## src/design/encspd_pkg.sv

```systemverilog
// ----------------------------------------------------------------------------
// encspd_pkg: shared types and constants for the encoder speed estimator
// Field widths, register indexes, controller states and the command and
// status bundles passed between controller and datapath.
// ----------------------------------------------------------------------------
`default_nettype none

package encspd_pkg;

  // Period bits actually used by the divider (8..32)
  localparam int PERIOD_WIDTH = 32;

  localparam int COUNT_W  = 16;
  localparam int EPER_W   = 32;
  localparam int POS_W    = 32;
  localparam int SPEED_W  = 21;
  localparam int THR_W    = 20;
  localparam int NUM_W    = 24;
  localparam int IN_TDATA_W  = 48;  // count 16 + period 32
  localparam int OUT_TDATA_W = 56;  // position 32 + speed 21 + forward 1, padded

  localparam int CFG_IDX_W  = 1;
  localparam int CFG_DATA_W = 24;

  // One quotient bit per step
  localparam int DIV_STEPS = NUM_W;
  localparam int CNT_W     = $clog2(DIV_STEPS);

  localparam logic [THR_W-1:0] THR_RESET = THR_W'(3200);
  localparam logic [NUM_W-1:0] NUM_RESET = NUM_W'(1312500);

  localparam logic [CFG_IDX_W-1:0] REG_SWITCH_THRESHOLD = CFG_IDX_W'(0);
  localparam logic [CFG_IDX_W-1:0] REG_PERIOD_NUMERATOR = CFG_IDX_W'(1);

  typedef enum logic [1:0] {
    S_IDLE,
    S_PREP,
    S_DIV,
    S_OUT
  } state_t;

  typedef struct packed {
    logic capture;   // latch input word
    logic prep;      // delta, position, mode decision, divider load
    logic div_step;  // one restoring division step
    logic out_load;  // load result register and speed history
  } encspd_cmd_t;

  typedef struct packed {
    logic use_t;     // period method chosen for this word (valid in S_PREP)
    logic out_free;  // result register can take a new word
  } encspd_sts_t;

endpackage

`default_nettype wire

```

## src/design/encspd_ctrl.sv

```systemverilog
// ----------------------------------------------------------------------------
// encspd_ctrl: sequencing controller
// Steps one input word through prepare, optional division and result load.
// ----------------------------------------------------------------------------
`default_nettype none

module encspd_ctrl
  import encspd_pkg::*;
(
  input  wire logic        clk,
  input  wire logic        rst_n,
  input  wire logic        in_tvalid,
  output logic             in_tready,
  input  encspd_sts_t      sts,
  output encspd_cmd_t      cmd
);

  state_t           state_r, state_nxt;
  logic [CNT_W-1:0] cnt_r, cnt_nxt;

  always_ff @(posedge clk) begin
    if (!rst_n) begin
      state_r <= S_IDLE;
      cnt_r   <= '0;
    end else begin
      state_r <= state_nxt;
      cnt_r   <= cnt_nxt;
    end
  end

  always_comb begin
    state_nxt = state_r;
    cnt_nxt   = cnt_r;
    cmd       = '0;
    in_tready = 1'b0;
    case (state_r)
      S_IDLE: begin
        in_tready = 1'b1;
        if (in_tvalid) begin
          cmd.capture = 1'b1;
          state_nxt   = S_PREP;
        end
      end
      S_PREP: begin
        cmd.prep = 1'b1;
        cnt_nxt  = '0;
        state_nxt = sts.use_t ? S_DIV : S_OUT;
      end
      S_DIV: begin
        cmd.div_step = 1'b1;
        if (cnt_r == CNT_W'(DIV_STEPS - 1)) begin
          cnt_nxt   = '0;
          state_nxt = S_OUT;
        end else begin
          cnt_nxt = cnt_r + CNT_W'(1);
        end
      end
      S_OUT: begin
        if (sts.out_free) begin
          cmd.out_load = 1'b1;
          state_nxt    = S_IDLE;
        end
      end
      default: begin
        state_nxt = S_IDLE;
      end
    endcase
  end

  a_prep_to_div: assert property (@(posedge clk) disable iff (!rst_n)
    (state_r == S_PREP && sts.use_t) |=> (state_r == S_DIV))
    else $error("period method did not enter division");

  a_prep_to_out: assert property (@(posedge clk) disable iff (!rst_n)
    (state_r == S_PREP && !sts.use_t) |=> (state_r == S_OUT))
    else $error("count method did not go straight to result");

  a_cnt_range: assert property (@(posedge clk) disable iff (!rst_n)
    (state_r == S_DIV) |-> (cnt_r <= CNT_W'(DIV_STEPS - 1)))
    else $error("division step count overran");

endmodule

`default_nettype wire

```

## src/design/encspd_dp.sv

```systemverilog
// ----------------------------------------------------------------------------
// encspd_dp: estimator datapath
// Config registers, position and delta, mode decision, restoring divider,
// saturation and the result register.
// ----------------------------------------------------------------------------
`default_nettype none

module encspd_dp
  import encspd_pkg::*;
(
  input  wire logic                    clk,
  input  wire logic                    rst_n,
  input  wire logic [IN_TDATA_W-1:0]   in_tdata,
  input  wire logic                    cfg_valid,
  input  wire logic [CFG_IDX_W-1:0]    cfg_index,
  input  wire logic [CFG_DATA_W-1:0]   cfg_data,
  output logic                         out_tvalid,
  input  wire logic                    out_tready,
  output logic [OUT_TDATA_W-1:0]       out_tdata,
  output logic                         out_tuser,
  input  encspd_cmd_t                  cmd,
  output encspd_sts_t                  sts
);

  // configuration
  logic [THR_W-1:0] thr_r;
  logic [NUM_W-1:0] num_r;

  // sample state
  logic [COUNT_W-1:0]        last_count_r;
  logic [POS_W-1:0]          pos_r;
  logic                      mode_r;
  logic signed [SPEED_W-1:0] last_speed_r;

  // captured word
  logic [COUNT_W-1:0]      count_r;
  logic [PERIOD_WIDTH-1:0] period_r;

  // per-word working registers
  logic             neg_r;
  logic [NUM_W-1:0] mmag_r;
  logic             use_t_r;

  // divider
  logic [PERIOD_WIDTH-1:0] rem_r;
  logic [NUM_W-1:0]        quo_r;

  // result register
  logic                      out_valid_r;
  logic [POS_W-1:0]          out_pos_r;
  logic signed [SPEED_W-1:0] out_speed_r;
  logic                      out_fwd_r;
  logic                      out_t_r;

  logic [COUNT_W-1:0]    diff;
  logic [COUNT_W:0]      absd;
  logic [NUM_W-1:0]      mprod;
  logic [SPEED_W-1:0]    prevmag;
  logic                  use_t;
  logic [PERIOD_WIDTH:0] trial;
  logic                  fits;
  logic [NUM_W-1:0]      mag_sel;
  logic signed [SPEED_W-1:0] speed_sat;

  // delta, modulo 2^16
  always_comb begin
    diff  = count_r - last_count_r;
    absd  = diff[COUNT_W-1] ? ((COUNT_W+1)'(1) << COUNT_W) - {1'b0, diff}
                            : {1'b0, diff};
    mprod = NUM_W'(absd) * NUM_W'(125);
  end

  // mode decision on the previous speed
  always_comb begin
    prevmag = last_speed_r[SPEED_W-1] ? SPEED_W'(0) - SPEED_W'(last_speed_r)
                                      : SPEED_W'(last_speed_r);
    if (!mode_r) begin
      use_t = (prevmag < SPEED_W'(thr_r)) && (period_r != '0);
    end else begin
      use_t = !((prevmag > SPEED_W'(thr_r)) || (period_r == '0));
    end
  end

  // restoring division step
  always_comb begin
    trial = {rem_r, quo_r[NUM_W-1]};
    fits  = trial >= {1'b0, period_r};
  end

  // saturation to the speed range
  always_comb begin
    mag_sel = use_t_r ? quo_r : mmag_r;
    if (neg_r) begin
      if (mag_sel > NUM_W'(1048576)) begin
        speed_sat = signed'(SPEED_W'(1) << (SPEED_W - 1));
      end else begin
        speed_sat = signed'(SPEED_W'(0) - mag_sel[SPEED_W-1:0]);
      end
    end else begin
      if (mag_sel > NUM_W'(1048575)) begin
        speed_sat = signed'({1'b0, {(SPEED_W-1){1'b1}}});
      end else begin
        speed_sat = signed'(mag_sel[SPEED_W-1:0]);
      end
    end
  end

  assign sts.use_t    = use_t;
  assign sts.out_free = !out_valid_r || out_tready;

  always_ff @(posedge clk) begin
    if (!rst_n) begin
      thr_r        <= THR_RESET;
      num_r        <= NUM_RESET;
      last_count_r <= '0;
      pos_r        <= '0;
      mode_r       <= 1'b0;
      last_speed_r <= '0;
      out_valid_r  <= 1'b0;
    end else begin
      if (cfg_valid) begin
        case (cfg_index)
          REG_SWITCH_THRESHOLD: thr_r <= cfg_data[THR_W-1:0];
          REG_PERIOD_NUMERATOR: num_r <= cfg_data[NUM_W-1:0];
          default: ;
        endcase
      end
      if (cmd.prep) begin
        last_count_r <= count_r;
        pos_r        <= pos_r + {{(POS_W-COUNT_W){diff[COUNT_W-1]}}, diff};
        mode_r       <= use_t;
      end
      if (cmd.out_load) begin
        last_speed_r <= speed_sat;
        out_valid_r  <= 1'b1;
      end else if (out_tready) begin
        out_valid_r  <= 1'b0;
      end
    end
  end

  // payload, no reset
  always_ff @(posedge clk) begin
    if (cmd.capture) begin
      count_r  <= in_tdata[COUNT_W-1:0];
      period_r <= in_tdata[COUNT_W +: PERIOD_WIDTH];
    end
    if (cmd.prep) begin
      neg_r   <= diff[COUNT_W-1];
      mmag_r  <= mprod >> 3;
      use_t_r <= use_t;
      rem_r   <= '0;
      quo_r   <= num_r;
    end
    if (cmd.div_step) begin
      rem_r <= fits ? PERIOD_WIDTH'(trial - {1'b0, period_r})
                    : trial[PERIOD_WIDTH-1:0];
      quo_r <= {quo_r[NUM_W-2:0], fits};
    end
    if (cmd.out_load) begin
      out_pos_r   <= pos_r;
      out_speed_r <= speed_sat;
      out_fwd_r   <= !neg_r;
      out_t_r     <= use_t_r;
    end
  end

  assign out_tvalid = out_valid_r;
  assign out_tuser  = out_t_r;
  assign out_tdata  = {{(OUT_TDATA_W-POS_W-SPEED_W-1){1'b0}},
                       out_fwd_r, out_speed_r, out_pos_r};

  a_load_free: assert property (@(posedge clk) disable iff (!rst_n)
    cmd.out_load |-> (!out_valid_r || out_tready))
    else $error("result overwritten before it was taken");

  a_hist: assert property (@(posedge clk) disable iff (!rst_n)
    cmd.out_load |=> (out_valid_r && last_speed_r == out_speed_r))
    else $error("speed history disagrees with delivered speed");

endmodule

`default_nettype wire

```

## src/design/encoder_mt_speed_estimator_top.sv

```systemverilog
// ----------------------------------------------------------------------------
// encoder_mt_speed_estimator_top: quadrature encoder M/T speed estimator
// Tracks a wrapping 32-bit position from a 16-bit counter and estimates
// speed in 1/256 rps by pulse count or by edge period.
// ----------------------------------------------------------------------------
//
//  channel  dir  handshake              word contents (lsb first)
//  in_      in   in_tvalid/in_tready    count_reading[15:0], edge_period[47:16]
//  out_     out  out_tvalid/out_tready  position[31:0], speed[52:32],
//                                       forward[53], pad; tuser = period method
//  cfg_     in   cfg_valid/cfg_ready    cfg_index 0 threshold, 1 numerator
//
// One word at a time. Count method: the word is captured, prepared and its
// result loaded; period method: after the prepare step the result waits for
// the 24-step restoring divider (one quotient bit per cycle) before the load.
// Next word is accepted the cycle after load.
// A finished result sits in the output register while the next word is
// taken; the result load stalls only if that register is still full.
// Synchronous active-low reset; config writes always accepted (cfg_ready=1).
// ----------------------------------------------------------------------------
`default_nettype none

module encoder_mt_speed_estimator_top
  import encspd_pkg::*;
(
  input  wire logic                    clk,
  input  wire logic                    rst_n,
  // count_reading[15:0], edge_period[47:16]
  input  wire logic [IN_TDATA_W-1:0]   in_tdata,
  input  wire logic                    in_tvalid,
  output logic                         in_tready,
  // position[31:0], speed[52:32], forward[53], zeros[55:54]
  output logic [OUT_TDATA_W-1:0]       out_tdata,
  // using_period_method
  output logic                         out_tuser,
  output logic                         out_tvalid,
  input  wire logic                    out_tready,
  input  wire logic                    cfg_valid,
  output logic                         cfg_ready,
  input  wire logic [CFG_IDX_W-1:0]    cfg_index,
  input  wire logic [CFG_DATA_W-1:0]   cfg_data
);

  encspd_cmd_t cmd;
  encspd_sts_t sts;

  assign cfg_ready = 1'b1;

  encspd_ctrl u_ctrl (
    .clk       (clk),
    .rst_n     (rst_n),
    .in_tvalid (in_tvalid),
    .in_tready (in_tready),
    .sts       (sts),
    .cmd       (cmd)
  );

  encspd_dp u_dp (
    .clk        (clk),
    .rst_n      (rst_n),
    .in_tdata   (in_tdata),
    .cfg_valid  (cfg_valid),
    .cfg_index  (cfg_index),
    .cfg_data   (cfg_data),
    .out_tvalid (out_tvalid),
    .out_tready (out_tready),
    .out_tdata  (out_tdata),
    .out_tuser  (out_tuser),
    .cmd        (cmd),
    .sts        (sts)
  );

endmodule

`default_nettype wire
```

## config.mk

```make
export PLATFORM = sky130hd
export DESIGN_NAME = encoder_mt_speed_estimator_top
export DESIGN_NICKNAME = d
export VERILOG_FILES = /design/src/design/encspd_pkg.sv /design/src/design/encspd_ctrl.sv /design/src/design/encspd_dp.sv /design/src/design/encoder_mt_speed_estimator_top.sv
export SDC_FILE = /design/constraint.sdc
export NUM_CORES = 1
export LEC_CHECK = 0
export BUFFER_PORTS_ARGS = -buffer_cell sky130_fd_sc_hd__buf_2
export CAP_MARGIN = 20
export CORE_MARGIN = 3
export CORE_UTILIZATION = 29
export DETAILED_ROUTE_END_ITERATION = 8
export PLACE_DENSITY = 0.43
export SYNTH_ARGS = -nofsm -noshare
export SYNTH_HDL_FRONTEND = slang
export SYNTH_SLANG_ARGS = --single-unit
```

## constraint.sdc

```tcl
create_clock -name clk -period 9.2 [get_ports clk]
set_input_delay 1.84 -clock clk [delete_from_list [all_inputs] [get_ports clk]]
set_output_delay 1.84 -clock clk [all_outputs]
set_load 0.005 [all_outputs]
```

==> impl_metrics.csv <==
group,metric,value,unit
cts,cts_inserted_buffers,38,
yosys,synth-compound-area-share,0.148,
critical_path,cp_slowest_stage_delay,600,ps
cells_and_area,final-seq-area,0.00791,sq mm
critical_path,setup.worst_path.class,"flop to flop",
cells_and_area,nets,2451,
critical_path,worst_path_max_delay_cell,"sky130_fd_sc_hd__o41ai_1",
detailed_routing,vias,14700,
sta,final.setup.tns,0,ps
yosys,syn_inst,2040,
cells_and_area,fillerInstances,6962,
sta,report.final.slew_viol_count,0,
sta,final_hold_viol_count,0,
critical_path,required_time_reported_for_the_critical_path_endpoint,9500,ps
yosys,syn_area_per_cell,9.73,sq um
detailed_routing,postRouteWirelength,53500,microns
critical_path,crit_path_frequent_cell,"sky130_fd_sc_hd__fa_1",
critical_path,path_max_fanout,13,
die,floorplan.die_area,0.0716,sq mm
cells_and_area,drive_above_1_share,0.127,
run_status,run_status,"finished clean",
yosys,synthXorXnorAreaFrac,0.0576,
cts,worst_setup_hold_path_clk_slew,60,ps
detailed_routing,remaining_drc_errors,0,
yosys,synth_fa_ha_area_frac,0.152,
yosys,dominant_combinational_cell_family_by_area_after_synthesis,"adder cells",
sta,clock-skew-final,19.2,ps
critical_path,crit_path_end_kind,"flop",
placed_design,gp_congestion,0.851,
critical_path,cp_arrival,8230,ps
yosys,synthSimpleGateAreaFrac,0.146,
sta,tightestPinTransition,1050,ps
cts,cts.sinks,304,
worst_hold_path,holdCritPathClass,"flop to flop",
sta,slew-limit-headroom,0.297,
detailed_routing,detailedRoute.firstPassIterationCount,5,
yosys,ys_seq_area_frac,0.399,
yosys,postSynth.asyncResetShare,0,
sta,layout_min_cycle_time,7930,ps
global_route,grt_pass1_vias,14600,
cells_and_area,layout-area-overhead-vs-synth,14.9,%
placed_design,port_buffers,134,
cts,clkLatencyLatePin,560,ps
placed_design,detailed_place_hpwl,40500,microns
die,num_rows,95,
yosys,synth_edf_count,182,
global_route,initial_antenna_violation_count,1,
cts,cts_buffer_depth,3,
die,die_h,268,microns
yosys,yosys_top_cell_area_share,0.275,
die,io_pins,138,
cts,cts.root.buffer_cell,"sky130_fd_sc_hd__clkbuf_16",
cts,tritoncts_clock_tree,"done",
yosys,yosysUniqueCellTypes,85,
sta,rsz0062_at_grt,"no",
global_route,grt.total_usage,0.147,
cts,post_cts_hold_buffer_count,0,
cells_and_area,multi_input_area,0.0110,sq mm
global_route,wire_length_of_the_first_global_routing_pass,83000,microns
cts,ctsHtreeMaxLevel,2,
yosys,synth.ff_latch_count,304,
sta,setup_violations,0,
yosys,synthesis.area,0.0198,sq mm
die,initial_core_util,0.294,
yosys,muxShareOfSynthArea,0.0475,
detailed_routing,detail_route.wl_per_cell,17.4,microns
global_route,grt_max_degree,87,
detailed_routing,routed_vias_inst,4.80,
cells_and_area,end_of_flow_core_utilization,0.338,
yosys,yosysWarningCount,0,
yosys,yosysTopAreaCell,"sky130_fd_sc_hd__edfxtp_1",
cts,count_of_cells_resized_by_post_cts_repair,0,
global_route,global_route.overflow_total,0,
cts,post_cts_buffers,0,
run,maxCapViolations,0,
sta,maximum_frequency_from_static_timing_analysis,126,MHz
die,die-width,268,microns
yosys,synth_ff_type,"sky130_fd_sc_hd__edfxtp_1",
detailed_routing,route.antenna.remaining_nets,0,
critical_path,startpoint_type,"flop",
die,core_area,0.0675,sq mm
cells_and_area,num_antenna_cells,0,
sta,layout_worst_path_cycle_share,0.862,
yosys,synth_area_leaders,"sky130_fd_sc_hd__edfxtp_1, sky130_fd_sc_hd__dfxtp_1, sky130_fd_sc_hd__ha_1",
detailed_routing,dr.first_iter.drc_count,673,
[placed cells by master (no fill, tap or decap), types with 57 or more instances in the layout]
master	count
sky130_fd_sc_hd__dfxtp_1	122
sky130_fd_sc_hd__a21o_1	62
sky130_fd_sc_hd__a21oi_1	131
sky130_fd_sc_hd__a21boi_0	57
sky130_fd_sc_hd__nand2_1	236
sky130_fd_sc_hd__ha_1	153
sky130_fd_sc_hd__xnor2_1	99
sky130_fd_sc_hd__nor2_1	95
sky130_fd_sc_hd__nor2b_1	58
sky130_fd_sc_hd__inv_1	183
sky130_fd_sc_hd__buf_2	133
sky130_fd_sc_hd__mux2i_1	57
sky130_fd_sc_hd__edfxtp_1	182
sky130_fd_sc_hd__o21ai_0	64
[synthesized netlist by cell type, types with 30 or more instances]
library cell / count
sky130_fd_sc_hd__a21boi_0: 57
sky130_fd_sc_hd__a21o_1: 62
sky130_fd_sc_hd__a21oi_1: 131
sky130_fd_sc_hd__clkbuf_1: 55
sky130_fd_sc_hd__dfxtp_1: 122
sky130_fd_sc_hd__edfxtp_1: 182
sky130_fd_sc_hd__fa_1: 51
sky130_fd_sc_hd__ha_1: 155
sky130_fd_sc_hd__inv_1: 184
sky130_fd_sc_hd__mux2_2: 33
sky130_fd_sc_hd__mux2i_1: 57
sky130_fd_sc_hd__nand2_1: 236
sky130_fd_sc_hd__nand3_1: 42
sky130_fd_sc_hd__nor2_1: 96
sky130_fd_sc_hd__nor2b_1: 59
sky130_fd_sc_hd__nor3_1: 30
sky130_fd_sc_hd__o21ai_0: 64
sky130_fd_sc_hd__xnor2_1: 99
[stage by stage]
| stage | std cells | setup WS (ps) | cell area (sq um) | hold slack, ps |
|---|---|---|---|---|
| 2_1_floorplan | 2048 | 1910 | 19900 | 421 |
| 5_1_grt | 3070 | 644 | 22800 | 464 |
| 4_1_cts | 3070 | 1240 | 22800 | 453 |
| 3_5_place_dp | 3000 | 1280 | 21500 | 440 |
| 6_report | 3070 | 1270 | 22800 | 453 |
| 3_3_place_gp | 2999 | 1410 | 21500 | 435 |
[worst paths after layout]
kind | start | end | slack (ps) | cells after the start
worst max-delay path | u_dp.count_r[1]$_DFFE_PP_ | u_dp.mmag_r[20]$_DFFE_PP_ | 1270 | 28
worst min-delay path | u_dp.pos_r[31]$_SDFFE_PN0P_ | u_dp.out_pos_r[31]$_DFFE_PP_ | 450 | 0
worst max register to register | u_dp.count_r[1]$_DFFE_PP_ | u_dp.mmag_r[20]$_DFFE_PP_ | 1270 | 28
worst min register to register | u_dp.pos_r[31]$_SDFFE_PN0P_ | u_dp.out_pos_r[31]$_DFFE_PP_ | 450 | 0
[state kept, by name (all words and copies together), names as in the netlist, 2 cells and up]
register,flops
u_dp.out_pos_r,32
u_dp.period_r,32
u_dp.pos_r,32
u_dp.rem_r,32
u_dp.num_r,24
u_dp.quo_r,24
u_dp.last_speed_r,21
u_dp.mmag_r,21
u_dp.out_speed_r,21
u_dp.thr_r,20
u_dp.count_r,16
u_dp.last_count_r,16
u_ctrl.cnt_r,5
u_ctrl.state_r,2
[cells by family after synthesis]
group,after synthesis
AOI/OAI and AO/OA,446
xor gates and xnor gates,128
adders and majority gates,212
buffers and inverters,259
DFF,304
muxes,90
other,2
and+or+nand+nor,599
[cell type report]
type / count / share of cell area
timing repair buffer: 150 / 0.0357
multi-input combinational: 1485 / 0.482
clock buffer: 50 / 0.0459
sequential: 304 / 0.347
inverter: 188 / 0.0310
tap: 873 / 0.0479
clock inverter: 20 / 0.0101
[layer usage]
layer  vias up  track usage  routed length [microns]
met5         -            0                        0
met4         0       0.0323                      795
met2       204        0.244                    25000
li1       7431            -                        -
met3        53       0.0218                     2000
met1      7060        0.203                    25700
[critical path, delay by kind of cell (launching register included)]
kind / cells / cell delay [ps]
buffers and inverters: 4 / 510
adder cells (fa/ha/maj): 6 / 2570
AND/OR/NAND/NOR: 5 / 790
XOR/XNOR: 3 / 670
AO/OA/AOI/OAI: 10 / 2720
flip-flops: 1 / 440
Power is left out: the tool's default activity adds up to more than one toggle a clock period on the data nets, which glitch-free logic cannot reach.
